## src/design/ssup_pkg.sv

```systemverilog
// Shared types and constants of the servo safety supervisor.
package ssup_pkg;

    localparam int CURRENT_W  = 12;
    localparam int PERIOD_W   = 8;
    localparam int TIME_W     = 16;
    localparam int SINCE_W    = 17;
    localparam int APB_ADDR_W = 4;
    localparam int APB_DATA_W = 32;

    localparam logic [PERIOD_W-1:0]  TICK_PERIOD_RST   = 8'd5;
    localparam logic [CURRENT_W-1:0] CURRENT_LIMIT_RST = 12'd800;
    localparam logic [TIME_W-1:0]    DEBOUNCE_RST      = 16'd80;
    localparam logic [TIME_W-1:0]    HB_TIMEOUT_RST    = 16'd500;

    localparam logic [TIME_W-1:0]  ACCUM_MAX = 16'hFFFF;
    localparam logic [SINCE_W-1:0] SINCE_MAX = 17'h1FFFF;

    // Register indexes on the configuration port.
    localparam logic [1:0] REG_TICK_PERIOD   = 2'd0;
    localparam logic [1:0] REG_CURRENT_LIMIT = 2'd1;
    localparam logic [1:0] REG_DEBOUNCE      = 2'd2;
    localparam logic [1:0] REG_HB_TIMEOUT    = 2'd3;

    // Item opcodes.
    localparam logic [1:0] OP_TICK      = 2'd0;
    localparam logic [1:0] OP_HEARTBEAT = 2'd1;
    localparam logic [1:0] OP_ESTOP     = 2'd2;

    // Result event kinds.
    localparam logic [1:0] EV_STATUS    = 2'd0;
    localparam logic [1:0] EV_OVERCURR  = 2'd1;
    localparam logic [1:0] EV_TIMEOUT   = 2'd2;
    localparam logic [1:0] EV_ESTOP     = 2'd3;

    localparam logic [7:0] SERVO_ZERO_ID = 8'd0;
    localparam logic [7:0] SERVO_ONE_ID  = 8'd1;
    localparam logic [7:0] NO_SERVO      = 8'hFF;

    // Bits of the pending event mask, in delivery order.
    localparam int EVB_TIMEOUT = 0;
    localparam int EVB_BLK0    = 1;
    localparam int EVB_BLK1    = 2;
    localparam int EVB_ESTOP   = 3;
    localparam int EVB_W       = 4;

    typedef struct packed {
        logic [1:0]           opcode;
        logic [CURRENT_W-1:0] current_servo_zero;
        logic [CURRENT_W-1:0] current_servo_one;
    } item_t;

    typedef struct packed {
        logic [1:0] event_kind;
        logic [7:0] servo_index;
        logic       torque_off;
        logic       safe;
        logic       last;
    } result_t;

    typedef struct packed {
        logic [PERIOD_W-1:0]  tick_period_ms;
        logic [CURRENT_W-1:0] current_limit_ma;
        logic [TIME_W-1:0]    debounce_ms;
        logic [TIME_W-1:0]    hb_limit_ms;
    } cfg_t;

    typedef struct packed {
        logic              over;
        logic [TIME_W-1:0] accum;
        logic              blk_accum;
        logic              blk_fresh;
    } lane_res_t;

    typedef struct packed {
        logic               timeout;
        logic               blk_zero;
        logic               blk_one;
        logic [TIME_W-1:0]  accum_zero;
        logic [TIME_W-1:0]  accum_one;
        logic [SINCE_W-1:0] since;
    } merge_res_t;

endpackage

```

## src/design/ssup_cfg.sv

```systemverilog
// APB-style configuration registers of the servo safety supervisor.
module ssup_cfg (
    input  logic                             clk,
    input  logic                             rst_n,
    input  logic                             psel,
    input  logic                             penable,
    input  logic                             pwrite,
    input  logic [ssup_pkg::APB_ADDR_W-1:0]  paddr,
    input  logic [ssup_pkg::APB_DATA_W-1:0]  pwdata,
    output logic [ssup_pkg::APB_DATA_W-1:0]  prdata,
    output ssup_pkg::cfg_t                   cfg
);

    ssup_pkg::cfg_t cfg_reg;
    logic [1:0]     reg_idx;
    logic           wr_en;

    assign reg_idx = paddr[3:2];
    assign wr_en   = psel && penable && pwrite;
    assign cfg     = cfg_reg;

    always_ff @(posedge clk or negedge rst_n)
    begin
        if (!rst_n)
        begin
            cfg_reg.tick_period_ms   <= ssup_pkg::TICK_PERIOD_RST;
            cfg_reg.current_limit_ma <= ssup_pkg::CURRENT_LIMIT_RST;
            cfg_reg.debounce_ms      <= ssup_pkg::DEBOUNCE_RST;
            cfg_reg.hb_limit_ms      <= ssup_pkg::HB_TIMEOUT_RST;
        end
        else if (wr_en)
        begin
            case (reg_idx)
                ssup_pkg::REG_TICK_PERIOD:
                    cfg_reg.tick_period_ms <= pwdata[ssup_pkg::PERIOD_W-1:0];
                ssup_pkg::REG_CURRENT_LIMIT:
                    cfg_reg.current_limit_ma <= pwdata[ssup_pkg::CURRENT_W-1:0];
                ssup_pkg::REG_DEBOUNCE:
                    cfg_reg.debounce_ms <= pwdata[ssup_pkg::TIME_W-1:0];
                ssup_pkg::REG_HB_TIMEOUT:
                    cfg_reg.hb_limit_ms <= pwdata[ssup_pkg::TIME_W-1:0];
                default:
                begin
                end
            endcase
        end
    end

    always_comb
    begin
        case (reg_idx)
            ssup_pkg::REG_TICK_PERIOD:
                prdata = {24'd0, cfg_reg.tick_period_ms};
            ssup_pkg::REG_CURRENT_LIMIT:
                prdata = {20'd0, cfg_reg.current_limit_ma};
            ssup_pkg::REG_DEBOUNCE:
                prdata = {16'd0, cfg_reg.debounce_ms};
            ssup_pkg::REG_HB_TIMEOUT:
                prdata = {16'd0, cfg_reg.hb_limit_ms};
            default:
                prdata = '0;
        endcase
    end

endmodule

```

## src/design/ssup_lane.sv

```systemverilog
// One servo lane: overcurrent compare, saturating accumulate, debounce compare.
module ssup_lane (
    input  logic [ssup_pkg::CURRENT_W-1:0] current,
    input  logic [ssup_pkg::TIME_W-1:0]    accum,
    input  ssup_pkg::cfg_t                 cfg,
    output ssup_pkg::lane_res_t            res
);

    logic [ssup_pkg::TIME_W:0]   sum;
    logic [ssup_pkg::TIME_W-1:0] accum_sat;

    assign sum       = {1'b0, accum} + {9'd0, cfg.tick_period_ms};
    assign accum_sat = sum[ssup_pkg::TIME_W] ? ssup_pkg::ACCUM_MAX
                                             : sum[ssup_pkg::TIME_W-1:0];

    assign res.over      = current > cfg.current_limit_ma;
    assign res.accum     = accum_sat;
    assign res.blk_accum = accum_sat >= cfg.debounce_ms;
    // Accumulator restarting from zero after an earlier event in the same tick.
    assign res.blk_fresh = {8'd0, cfg.tick_period_ms} >= cfg.debounce_ms;

endmodule

```

## src/design/ssup_merge.sv

```systemverilog
// Merge of the lane results: timeout check and in-order servo event chaining.
module ssup_merge (
    input  ssup_pkg::lane_res_t             lane_zero,
    input  ssup_pkg::lane_res_t             lane_one,
    input  ssup_pkg::cfg_t                  cfg,
    input  logic [ssup_pkg::SINCE_W-1:0]    since,
    input  logic                            armed,
    input  logic                            safe,
    output ssup_pkg::merge_res_t            res
);

    logic [ssup_pkg::SINCE_W:0]   since_sum;
    logic [ssup_pkg::SINCE_W-1:0] since_sat;
    logic [ssup_pkg::TIME_W-1:0]  fresh;
    logic                         tmo;
    logic                         blk0;
    logic                         blk1;
    logic                         clr1;
    logic [ssup_pkg::TIME_W-1:0]  acc0;
    logic [ssup_pkg::TIME_W-1:0]  acc1;

    assign since_sum = {1'b0, since} + {10'd0, cfg.tick_period_ms};
    assign since_sat = since_sum[ssup_pkg::SINCE_W] ? ssup_pkg::SINCE_MAX
                                                    : since_sum[ssup_pkg::SINCE_W-1:0];
    assign tmo   = armed && safe && (since_sat > {1'b0, cfg.hb_limit_ms});
    assign fresh = {8'd0, cfg.tick_period_ms};

    // An earlier event in the tick clears the accumulator a lane starts from.
    assign blk0 = lane_zero.over && (tmo ? lane_zero.blk_fresh : lane_zero.blk_accum);
    assign acc0 = tmo ? fresh : lane_zero.accum;
    assign clr1 = tmo || blk0;
    assign blk1 = lane_one.over && (clr1 ? lane_one.blk_fresh : lane_one.blk_accum);
    assign acc1 = clr1 ? fresh : lane_one.accum;

    assign res.timeout    = tmo;
    assign res.blk_zero   = blk0;
    assign res.blk_one    = blk1;
    assign res.accum_zero = (blk0 || blk1 || !lane_zero.over) ? '0 : acc0;
    assign res.accum_one  = (blk1 || !lane_one.over) ? '0 : acc1;
    assign res.since      = since_sat;

endmodule

```

## src/design/servo_safety_supervisor_top.sv

```systemverilog
// Top level of the servo safety supervisor.
//
// Input channel (in_valid/in_ready/in_item): one transfer per item, a tick
// with both servo currents, a heartbeat or an emergency stop. Output channel
// (out_valid/out_ready/out_result): one transfer per result; each item yields
// one to three results, the final one marked by last.
// Both servo lanes evaluate a tick in the cycle of its transfer and the merge
// stage chains their events in order (timeout, servo 0, servo 1); the state
// updates at that same edge, so the next item may follow in the next cycle.
// Results wait in a pending-event group and leave through an output register,
// one per cycle while out_ready is high. The first result of an item
// passes through the group and then the output register. Throughput: one
// item per cycle while each item yields one result and out_ready is high;
// an item with more results holds the input until its last result moves out.
// Reset restores the configuration defaults, sets the safe flag, disarms
// the heartbeat timeout and clears the timers. When the receiver stalls,
// hold the output register and the pending group; one more item is taken
// only once the group has drained.
// Configuration: APB-style, registers at byte addresses 0, 4, 8, 12; pready
// is always high; write only while the block is idle.
module servo_safety_supervisor_top (
    input  logic                             clk,
    input  logic                             rst_n,
    input  logic                             in_valid,
    output logic                             in_ready,
    input  ssup_pkg::item_t                  in_item,
    output logic                             out_valid,
    input  logic                             out_ready,
    output ssup_pkg::result_t                out_result,
    input  logic                             psel,
    input  logic                             penable,
    input  logic                             pwrite,
    input  logic [ssup_pkg::APB_ADDR_W-1:0]  paddr,
    input  logic [ssup_pkg::APB_DATA_W-1:0]  pwdata,
    output logic [ssup_pkg::APB_DATA_W-1:0]  prdata,
    output logic                             pready
);

    ssup_pkg::cfg_t      cfg;
    ssup_pkg::lane_res_t lane_zero;
    ssup_pkg::lane_res_t lane_one;
    ssup_pkg::merge_res_t mrg;

    // Supervisor state.
    logic                          safe_reg;
    logic                          armed_reg;
    logic [ssup_pkg::SINCE_W-1:0]  since_reg;
    logic [ssup_pkg::TIME_W-1:0]   acc0_reg;
    logic [ssup_pkg::TIME_W-1:0]   acc1_reg;
    logic                          safe_next;
    logic                          armed_next;
    logic [ssup_pkg::SINCE_W-1:0]  since_next;
    logic [ssup_pkg::TIME_W-1:0]   acc0_next;
    logic [ssup_pkg::TIME_W-1:0]   acc1_next;
    logic [ssup_pkg::EVB_W-1:0]    events;

    // Pending-event group and output register.
    logic                          grp_vld_reg;
    logic [ssup_pkg::EVB_W-1:0]    grp_mask_reg;
    logic                          grp_safe_reg;
    logic                          out_vld_reg;
    ssup_pkg::result_t             out_data_reg;

    ssup_pkg::result_t             emit;
    logic [ssup_pkg::EVB_W-1:0]    emit_bit;
    logic [ssup_pkg::EVB_W-1:0]    mask_rest;
    logic                          move;
    logic                          done;
    logic                          accept;

    assign pready = 1'b1;

    ssup_cfg u_cfg (
        .clk     (clk),
        .rst_n   (rst_n),
        .psel    (psel),
        .penable (penable),
        .pwrite  (pwrite),
        .paddr   (paddr),
        .pwdata  (pwdata),
        .prdata  (prdata),
        .cfg     (cfg)
    );

    ssup_lane u_lane_zero (
        .current (in_item.current_servo_zero),
        .accum   (acc0_reg),
        .cfg     (cfg),
        .res     (lane_zero)
    );

    ssup_lane u_lane_one (
        .current (in_item.current_servo_one),
        .accum   (acc1_reg),
        .cfg     (cfg),
        .res     (lane_one)
    );

    ssup_merge u_merge (
        .lane_zero (lane_zero),
        .lane_one  (lane_one),
        .cfg       (cfg),
        .since     (since_reg),
        .armed     (armed_reg),
        .safe      (safe_reg),
        .res       (mrg)
    );

    // Advance one result from the group whenever the output register frees up;
    // take a new item once the group's last result moves out.
    assign move     = grp_vld_reg && (!out_vld_reg || out_ready);
    assign done     = move && emit.last;
    assign in_ready = !grp_vld_reg || done;
    assign accept   = in_valid && in_ready;

    // Next state and event mask for the item being transferred.
    always_comb
    begin
        safe_next  = safe_reg;
        armed_next = armed_reg;
        since_next = since_reg;
        acc0_next  = acc0_reg;
        acc1_next  = acc1_reg;
        events     = '0;
        case (in_item.opcode)
            ssup_pkg::OP_TICK:
            begin
                events[ssup_pkg::EVB_TIMEOUT] = mrg.timeout;
                events[ssup_pkg::EVB_BLK0]    = mrg.blk_zero;
                events[ssup_pkg::EVB_BLK1]    = mrg.blk_one;
                since_next = mrg.since;
                acc0_next  = mrg.accum_zero;
                acc1_next  = mrg.accum_one;
                if (mrg.timeout || mrg.blk_zero || mrg.blk_one)
                begin
                    safe_next = 1'b0;
                end
            end
            ssup_pkg::OP_HEARTBEAT:
            begin
                since_next = '0;
                armed_next = 1'b1;
            end
            ssup_pkg::OP_ESTOP:
            begin
                events[ssup_pkg::EVB_ESTOP] = 1'b1;
                safe_next = 1'b0;
                acc0_next = '0;
                acc1_next = '0;
            end
            default:
            begin
            end
        endcase
    end

    // Pick the lowest pending event; an empty mask means a status result.
    always_comb
    begin
        emit.event_kind  = ssup_pkg::EV_STATUS;
        emit.servo_index = ssup_pkg::NO_SERVO;
        emit.torque_off  = 1'b0;
        emit.safe        = grp_safe_reg;
        emit_bit         = '0;
        if (grp_mask_reg[ssup_pkg::EVB_TIMEOUT])
        begin
            emit.event_kind = ssup_pkg::EV_TIMEOUT;
            emit_bit[ssup_pkg::EVB_TIMEOUT] = 1'b1;
        end
        else if (grp_mask_reg[ssup_pkg::EVB_BLK0])
        begin
            emit.event_kind  = ssup_pkg::EV_OVERCURR;
            emit.servo_index = ssup_pkg::SERVO_ZERO_ID;
            emit_bit[ssup_pkg::EVB_BLK0] = 1'b1;
        end
        else if (grp_mask_reg[ssup_pkg::EVB_BLK1])
        begin
            emit.event_kind  = ssup_pkg::EV_OVERCURR;
            emit.servo_index = ssup_pkg::SERVO_ONE_ID;
            emit_bit[ssup_pkg::EVB_BLK1] = 1'b1;
        end
        else if (grp_mask_reg[ssup_pkg::EVB_ESTOP])
        begin
            emit.event_kind = ssup_pkg::EV_ESTOP;
            emit_bit[ssup_pkg::EVB_ESTOP] = 1'b1;
        end
        // Every event drops the safe flag and commands torque off.
        if (grp_mask_reg != '0)
        begin
            emit.torque_off = 1'b1;
            emit.safe       = 1'b0;
        end
        mask_rest = grp_mask_reg & ~emit_bit;
        emit.last = (mask_rest == '0);
    end

    // State registers: update at the item's transfer.
    always_ff @(posedge clk or negedge rst_n)
    begin
        if (!rst_n)
        begin
            safe_reg  <= 1'b1;
            armed_reg <= 1'b0;
            since_reg <= '0;
            acc0_reg  <= '0;
            acc1_reg  <= '0;
        end
        else if (accept)
        begin
            safe_reg  <= safe_next;
            armed_reg <= armed_next;
            since_reg <= since_next;
            acc0_reg  <= acc0_next;
            acc1_reg  <= acc1_next;
        end
    end

    // Pending-event group.
    always_ff @(posedge clk or negedge rst_n)
    begin
        if (!rst_n)
        begin
            grp_vld_reg  <= 1'b0;
            grp_mask_reg <= '0;
            grp_safe_reg <= 1'b1;
        end
        else if (accept)
        begin
            grp_vld_reg  <= 1'b1;
            grp_mask_reg <= events;
            grp_safe_reg <= safe_next;
        end
        else if (done)
        begin
            grp_vld_reg <= 1'b0;
        end
        else if (move)
        begin
            grp_mask_reg <= mask_rest;
        end
    end

    // Output register: load on move, drop once the receiver takes it.
    always_ff @(posedge clk or negedge rst_n)
    begin
        if (!rst_n)
        begin
            out_vld_reg <= 1'b0;
        end
        else if (move)
        begin
            out_vld_reg <= 1'b1;
        end
        else if (out_ready)
        begin
            out_vld_reg <= 1'b0;
        end
    end

    always_ff @(posedge clk)
    begin
        if (move)
        begin
            out_data_reg <= emit;
        end
    end

    assign out_valid  = out_vld_reg;
    assign out_result = out_data_reg;

    // The safe flag is restored only by reset.
    a_safe_latched: assert property (@(posedge clk) disable iff (!rst_n)
        !safe_reg |=> !safe_reg)
        else $error("safe flag returned without reset");

    // An accepted item always leaves a pending group behind.
    a_group_loaded: assert property (@(posedge clk) disable iff (!rst_n)
        accept |=> grp_vld_reg)
        else $error("accepted item left no pending results");

    // Torque off goes with every event result and never with a status result.
    a_torque_kind: assert property (@(posedge clk) disable iff (!rst_n)
        out_valid |-> (out_result.torque_off == (out_result.event_kind != ssup_pkg::EV_STATUS)))
        else $error("torque_off disagrees with event kind");

    // An emergency stop clears both overcurrent accumulators.
    a_estop_clears: assert property (@(posedge clk) disable iff (!rst_n)
        (accept && in_item.opcode == ssup_pkg::OP_ESTOP) |=>
            (acc0_reg == '0 && acc1_reg == '0 && !safe_reg))
        else $error("emergency stop left accumulators or safe flag set");

endmodule

```

## config.mk

```make
export PLATFORM = sky130hd
export DESIGN_NAME = servo_safety_supervisor_top
export DESIGN_NICKNAME = d
export VERILOG_FILES = /design/src/design/ssup_pkg.sv /design/src/design/ssup_cfg.sv /design/src/design/ssup_lane.sv /design/src/design/ssup_merge.sv /design/src/design/servo_safety_supervisor_top.sv
export SDC_FILE = /design/constraint.sdc
export NUM_CORES = 1
export LEC_CHECK = 0
export ABC_AREA = 1
export BUFFER_PORTS_ARGS = -buffer_cell sky130_fd_sc_hd__buf_2
export CORE_ASPECT_RATIO = 0.75
export CORE_MARGIN = 4
export CORE_UTILIZATION = 50
export DETAILED_ROUTE_END_ITERATION = 16
export GPL_ROUTABILITY_DRIVEN = 0
export PLACE_DENSITY_LB_ADDON = 0.1
export SETUP_SLACK_MARGIN = 0.05
export SKIP_CTS_REPAIR_TIMING = 1
export SLEW_MARGIN = 20
export SYNTH_ARGS = -nofsm -noshare
export SYNTH_HDL_FRONTEND = slang
export SYNTH_SLANG_ARGS = --single-unit
export TNS_END_PERCENT = 20
```

## constraint.sdc

```tcl
create_clock -name clk -period 4.7 [get_ports clk]
set_clock_uncertainty 0.05 [all_clocks]
set_input_delay 0.235 -clock clk [delete_from_list [all_inputs] [get_ports clk]]
set_output_delay 0.235 -clock clk [all_outputs]
set_load 0.05 [all_outputs]
```

Word level (Yosys, flattened, before mapping)

Cells that the tools add are included.

Bits in registers: 122
Input port bits: 69
Output and inout port bits: 48
Word-level logic and storage cells: 109

Add/sub/neg operators: 3
Magnitude comparators: 6
Equal/unequal tests: 7
Mux-type cells: 36
Bitwise gates (word level): 2
Reduce and logical (&&, ||, !) cells: 38

Operators with widths:

| kind                                           | count |
|---|---|
| case mux 32 bit (4 select lines)               | 1 |
| two-way mux 16 bit                             | 6 |
| case mux 16 bit (2 select lines)               | 2 |
| adder 16 x 8 -> 17 bit                         | 2 |
| case mux 17 bit (2 select lines)               | 1 |
| greater-or-equal comparator 16 bit             | 2 |
| greater-than comparator 12 bit                 | 2 |
| adder 17 x 8 -> 18 bit                         | 1 |
| greater-than comparator 17 x 16 -> 1 bit       | 1 |
| two-way mux 17 bit                             | 1 |
| greater-or-equal comparator 8 x 16 -> 1 bit    | 1 |
| AND reduction 2 bit                            | 8 |
| two-way mux 1 bit                              | 13 |
| two-way mux 4 bit                              | 3 |
| two-way mux 10 bit                             | 1 |
| nonzero test 2 bit                             | 5 |
| logical AND 1 bit                              | 9 |
| two-way mux 2 bit                              | 4 |
| two-way mux 8 bit                              | 1 |
| logical OR 1 bit                               | 7 |
| == test 2 bit (second input constant)          | 3 |
| two-way mux 3 bit                              | 2 |
| AND 4 bit                                      | 1 |
| == test 2 x 1 -> 1 bit (second input constant) | 2 |
| other kinds (9)                                | 13 |

Logic depth before layout (Yosys ltp)

Depth in word-level cells: 13
Mapped depth: 33
Depth with buffers taken out: 31

By module

From an unflattened synthesis, not the netlist that was laid out.

Cells, all modules: 1546
Area, all modules: 10620.2 um^2

By module, submodules not included:

| module                      | times used | cells an instance | area an instance (um^2) | sequential area each (um^2) |
|---|---|---|---|---|
| servo_safety_supervisor_top | 1          | 307               | 2822.7                  | 1637.8 |
| ssup_cfg                    | 1          | 325               | 2586.2                  | 1317.5 |
| ssup_merge                  | 1          | 334               | 1789.2                  | 0.0 |
| ssup_lane at u_lane_zero    | 1          | 299               | 1735.4                  | 0.0 |
| ssup_lane at u_lane_one     | 1          | 281               | 1686.6                  | 0.0 |

Least setup slack after synthesis

No wires, ideal clock.

Path kind: reg2reg
From: register u_cfg.cfg_reg (netlist bit u_cfg.cfg[44])
To: register acc1_reg[8] in the netlist's numbering
Setup time: 66 ps
Data arrival time: 3920 ps
Data required time: 4584 ps
Path slack: 665 ps
Cell stages (with the launch flop): 31
Path buffers: 2
Clock period less this slack: 4035 ps
Cell sequence: dfstp_2 > ha_1 > inv_1 > fa_1 > nor2_1 > o21ai_0 > nand2_1 > nand4_1 > nand2_1 > nand2_1 > nor2_1 > nand2_1 > nor3_1 > inv_1 > buf_2 > nand2_1 > nor2_1 > inv_1 > ha_1 > nand2_1 > inv_1 > nand3_1 > inv_1 > a21oi_1 > nand2_1 > a31oi_1 > o211ai_2 > nand2_2 > buf_4 > nand4_1 > nand2_1

Word-level cells in the longest chain between the ends: 12
Elaborated cells on any way between the ends: 20
Classes of those cells: 3 x add/sub; 4 x order compare; 8 x mux; 5 x reduce/logical

RTL lines:

| what                                     | line                               | source |
|---|---|---|
| start: declaration                       | ssup_cfg.sv:14                     | `ssup_pkg::cfg_t cfg_reg;` |
| adder 17 x 8 -> 18 bit                   | ssup_merge.sv:22                   | `assign since_sum = {1'b0, since} + {10'd0, cfg.tick_period_ms};` |
| two-way mux 17 bit                       | ssup_merge.sv:23                   | `assign since_sat = since_sum[ssup_pkg::SINCE_W] ? ssup_pkg::SINCE_MAX` |
| greater-than comparator 17 x 16 -> 1 bit | ssup_merge.sv:25                   | `assign tmo = armed && safe && (since_sat > {1'b0, cfg.hb_limit_ms});` |
| logical AND 1 bit                        | ssup_merge.sv:25                   |  |
| two-way mux 1 bit                        | ssup_merge.sv:29                   | `assign blk0 = lane_zero.over && (tmo ? lane_zero.blk_fresh : lane_zero.blk_accum);` |
| logical AND 1 bit                        | ssup_merge.sv:29                   |  |
| logical OR 1 bit                         | ssup_merge.sv:31                   | `assign clr1 = tmo \|\| blk0;` |
| two-way mux 1 bit                        | ssup_merge.sv:32                   | `assign blk1 = lane_one.over && (clr1 ? lane_one.blk_fresh : lane_one.blk_accum);` |
| logical AND 1 bit                        | ssup_merge.sv:32                   |  |
| logical OR 1 bit                         | ssup_merge.sv:39                   | `assign res.accum_one = (blk1 \|\| !lane_one.over) ? '0 : acc1;` |
| two-way mux 16 bit *                     | ssup_merge.sv:39                   |  |
| case mux 16 bit (2 select lines) *       | servo_safety_supervisor_top.sv:125 | `case (in_item.opcode)` |
| end signal: assignment                   | servo_safety_supervisor_top.sv:214 | `acc1_reg <= acc1_next;` |
| end: declaration                         | servo_safety_supervisor_top.sv:49  | `logic [ssup_pkg::TIME_W-1:0] acc1_reg;` |

Every way passes the cells marked *; elsewhere a longest branch is shown, timed or not.
A chain may end at the register's enable or synchronous reset.

Worst setup path in the final report

From: register u_cfg.cfg_reg (netlist bit u_cfg.cfg[44])
To: register acc0_reg[5] in the netlist's numbering

Word-level cells in the longest chain between the ends: 13
Elaborated cells on any way between the ends: 21
Classes of those cells: 3 x add/sub; 4 x order compare; 8 x mux; 6 x reduce/logical

RTL lines:

| what                                     | line                               | source |
|---|---|---|
| adder 17 x 8 -> 18 bit                   | ssup_merge.sv:22                   |  |
| two-way mux 17 bit                       | ssup_merge.sv:23                   |  |
| greater-than comparator 17 x 16 -> 1 bit | ssup_merge.sv:25                   |  |
| logical AND 1 bit                        | ssup_merge.sv:25                   |  |
| two-way mux 1 bit                        | ssup_merge.sv:29                   |  |
| logical AND 1 bit                        | ssup_merge.sv:29                   |  |
| logical OR 1 bit                         | ssup_merge.sv:31                   |  |
| two-way mux 1 bit                        | ssup_merge.sv:32                   |  |
| logical AND 1 bit                        | ssup_merge.sv:32                   |  |
| logical OR 1 bit (2 in a row)            | ssup_merge.sv:38                   | `assign res.accum_zero = (blk0 \|\| blk1 \|\| !lane_zero.over) ? '0 : acc0;` |
| two-way mux 16 bit *                     | ssup_merge.sv:38                   |  |
| case mux 16 bit (2 select lines) *       | servo_safety_supervisor_top.sv:125 |  |
| end signal: assignment                   | servo_safety_supervisor_top.sv:213 | `acc0_reg <= acc0_next;` |
| end: declaration                         | servo_safety_supervisor_top.sv:48  | `logic [ssup_pkg::TIME_W-1:0] acc0_reg;` |

Marked as above.

==> metrics <==
failing checks=negative hold slack; M2 GR Usage=0.338; die area=0.0204 mm2; R2R depth=27; H-tree Lvls=4; All-Layer GR Usage=0.247; flip-flop count of the largest register after layout=52; DRT Wirelength=24900 um; setup_tns=0 ps; leakage power=0.00556 uW; critical path startpoint=u_cfg.cfg[44]; first-pass GRT wire length=39400 um; drt wl/cell=15.9 um; vias=8240; M1 GR Usage=0.388; met3 Usage GRT=0.0592; CTS sink count=116; largest net degree at the start of global routing=64; Max Slew Vio Count=0; Critical Path Sink Type=flip-flop; Yosys top cell by area=dfrtp_1; Cell Area, Synth=0.00907 mm2; Worst VDD drop=0.000318 V; final layout net count=1485; DP Wirelength=18800 um; Die Wd=164 um; Synth area leaders=dfrtp_1 (26%), ha_1 (14%), nand2_1 (13%); Fill cells=1687; Power Total=5640 uW; post-synth top area share=0.262; Hold Crit Class=in -> reg; clock root buffer=clkbuf_16; Yosys warning count=0; Final setup viols=0; Worst-Margin Slew=894 ps; Clock Tree Buf Depth=2; Worst-Skew Late Latency=430 ps; Via density=5.27; r2r startpoint=u_cfg.cfg[44]; DR iter-0 viols=615; RSZ-0062 raised after global routing=yes; layout cells sized above 1=0.166; sequential fraction of the synthesis area=0.326; Initial Util=0.512; Netlist cell types=56; # IOs=117; Core Util, Final=0.591; worst hold path cell count=4; synth-to-layout area growth=15.3%; Max-cap violations=0; Final min period=4380 ps; IO Port Bufs=81; CTS buffer count=17; Placed Cells=1520; CTS tree=done; Final Hold Slack=-0.691 ps; Async SR Flop Fraction=0.940; drt first pass iters=7; non-filler cells, final=1564; #FFs+latches synth=116; gr busiest metal=met1; total gr overflow=0; vias in the first global route=7444; syn_area_per_cell=7.46 um2; Post-synth EDFFs=7; initial antenna violation count=1; CTS clk-pin slew, worst paths=60 ps; Worst Min Path Start=out_ready; Pwr Density=539 mW/mm2; Worst Setup Start Kind=flip-flop; prevailing post-synth register cell=dfrtp_1; Die Ht=125 um; FMAX=0.228 GHz; final hold vios=1; Mapped Cells=1216; number of diodes=0; Slew HR=0.402; post-route DRC violation count=0; CP max FO=12; Core Rows=42; Crit Path Category=reg -> reg; status=finished, violations left; CP arrival=4640 ps; post-route ant nets=0; core region area=0.0177 mm2; Final Cycle Share=0.931; Worst EP required=4970 ps
==> power by group <==
group / internal [uW] / total [uW] / switching [uW]
registers: 1290 / 1510 / 219
logic: 980 / 2840 / 1860
clock network: 740 / 1280 / 543
total: 3010 / 5640 / 2620
==> cell type report <==
class / instances / area [um2] / area share
Inverter: 182 / 692 / 0.0661
Clock inverter: 15 / 146 / 0.0140
Timing Repair Buffer: 107 / 656 / 0.0627
Timing Repair inverter: 1 / 7.51 / 0.000718
Sequential cell: 116 / 2960 / 0.283
Multi-Input combinational cell: 884 / 5280 / 0.504
Clock buffer: 17 / 425 / 0.0407
Tap cell: 242 / 303 / 0.0289
==> cell usage after synthesis (7+ instances only) <==
cell type,instances
dfrtp_1,95
nand3_1,47
o21ai_0,105
a21oi_1,62
a31oi_1,10
edfxtp_1,7
buf_4,24
nand2_2,7
nand2_1,314
nor2_1,78
clkbuf_1,16
ha_1,104
nand4_1,16
dfstp_2,14
xor2_1,17
inv_1,175
o22ai_1,12
nor3_1,12
nand3_2,10
==> cells by family (layout without fill, tap and decap cells) <==
kind of cell	Yosys count	in the layout	share of synthesized area
fa+ha+maj	107	107	0.150
compound gates	228	228	0.145
simple gates	511	511	0.250
flops	116	116	0.326
other cells	2	17	0.000828
buf+inv	231	322	0.109
xor+xnor	21	21	0.0203
==> per-stage QoR <==
stage                     setup slack, ps  cell area, um2
final                                 323           10500
after floorplan                       665            9130
after detailed placement              202            9680
after global placement                229            9680
after CTS                             143           10300
after global routing                 14.9           10500
==> placed cells by master, fill, tap and decap left out, drive strengths merged, types with 2 or more instances in the layout <==
cell type,count
o21a,3
xnor2,4
nor3,13
nand2,325
o211ai,4
nand3,58
fa,3
clkinvlp,3
a211oi,4
clkbuf,17
ha,104
dfrtp,95
nor4,5
o22ai,12
edfxtp,7
o221ai,4
o21ai,111
or2,4
o2111ai,6
and3,2
a21oi,65
xor2,17
clkinv,6
nand4,16
conb,17
o21bai,3
a31oi,10
inv,188
dfstp,14
a21o,3
nor2,85
buf,106
==> worst paths after layout <==
check	endpoint	slack, ps
hold / removal	out_valid	-0.7
setup / recovery	acc0_reg[5]	320
hold reg to reg	armed_reg	410
max in group asynchronous	u_cfg.cfg[21]	3030
setup reg to reg	acc0_reg[5]	320
min in group asynchronous	since_reg[7]	410
==> worst max-delay path, cell delays in order (launching register included) <==
cell and delay [ps]:
dfstp_2 590, buf_4 170, ha_1 220, fa_1 230
nand3_1 100, nand3_2 110, nand2_1 70, o311ai_1 130
nand2_1 220, nor3_2 190, nand2_1 140, buf_4 210
nand3_1 100, ha_1 250, nand2_1 80, inv_1 40
nand3_1 90, inv_1 50, a21oi_1 140, nand2_1 70
a31oi_1 180, buf_4 190, o21ai_4 80, nand2_4 90
nand3_4 150, buf_12 200, nand3_1 70, nand2_1 50
==> per-layer routing <==
layer | part of all wire | routed length (um) | vias to the layer above
met5 | 0.00052 | 13 | -
met2 | 0.41 | 10300 | 260
met4 | 0.017 | 419 | 2
met1 | 0.49 | 12300 | 3796
li1 | - | - | 4149
met3 | 0.076 | 1890 | 33
Note: power is estimated with default switching activity, not from simulation.
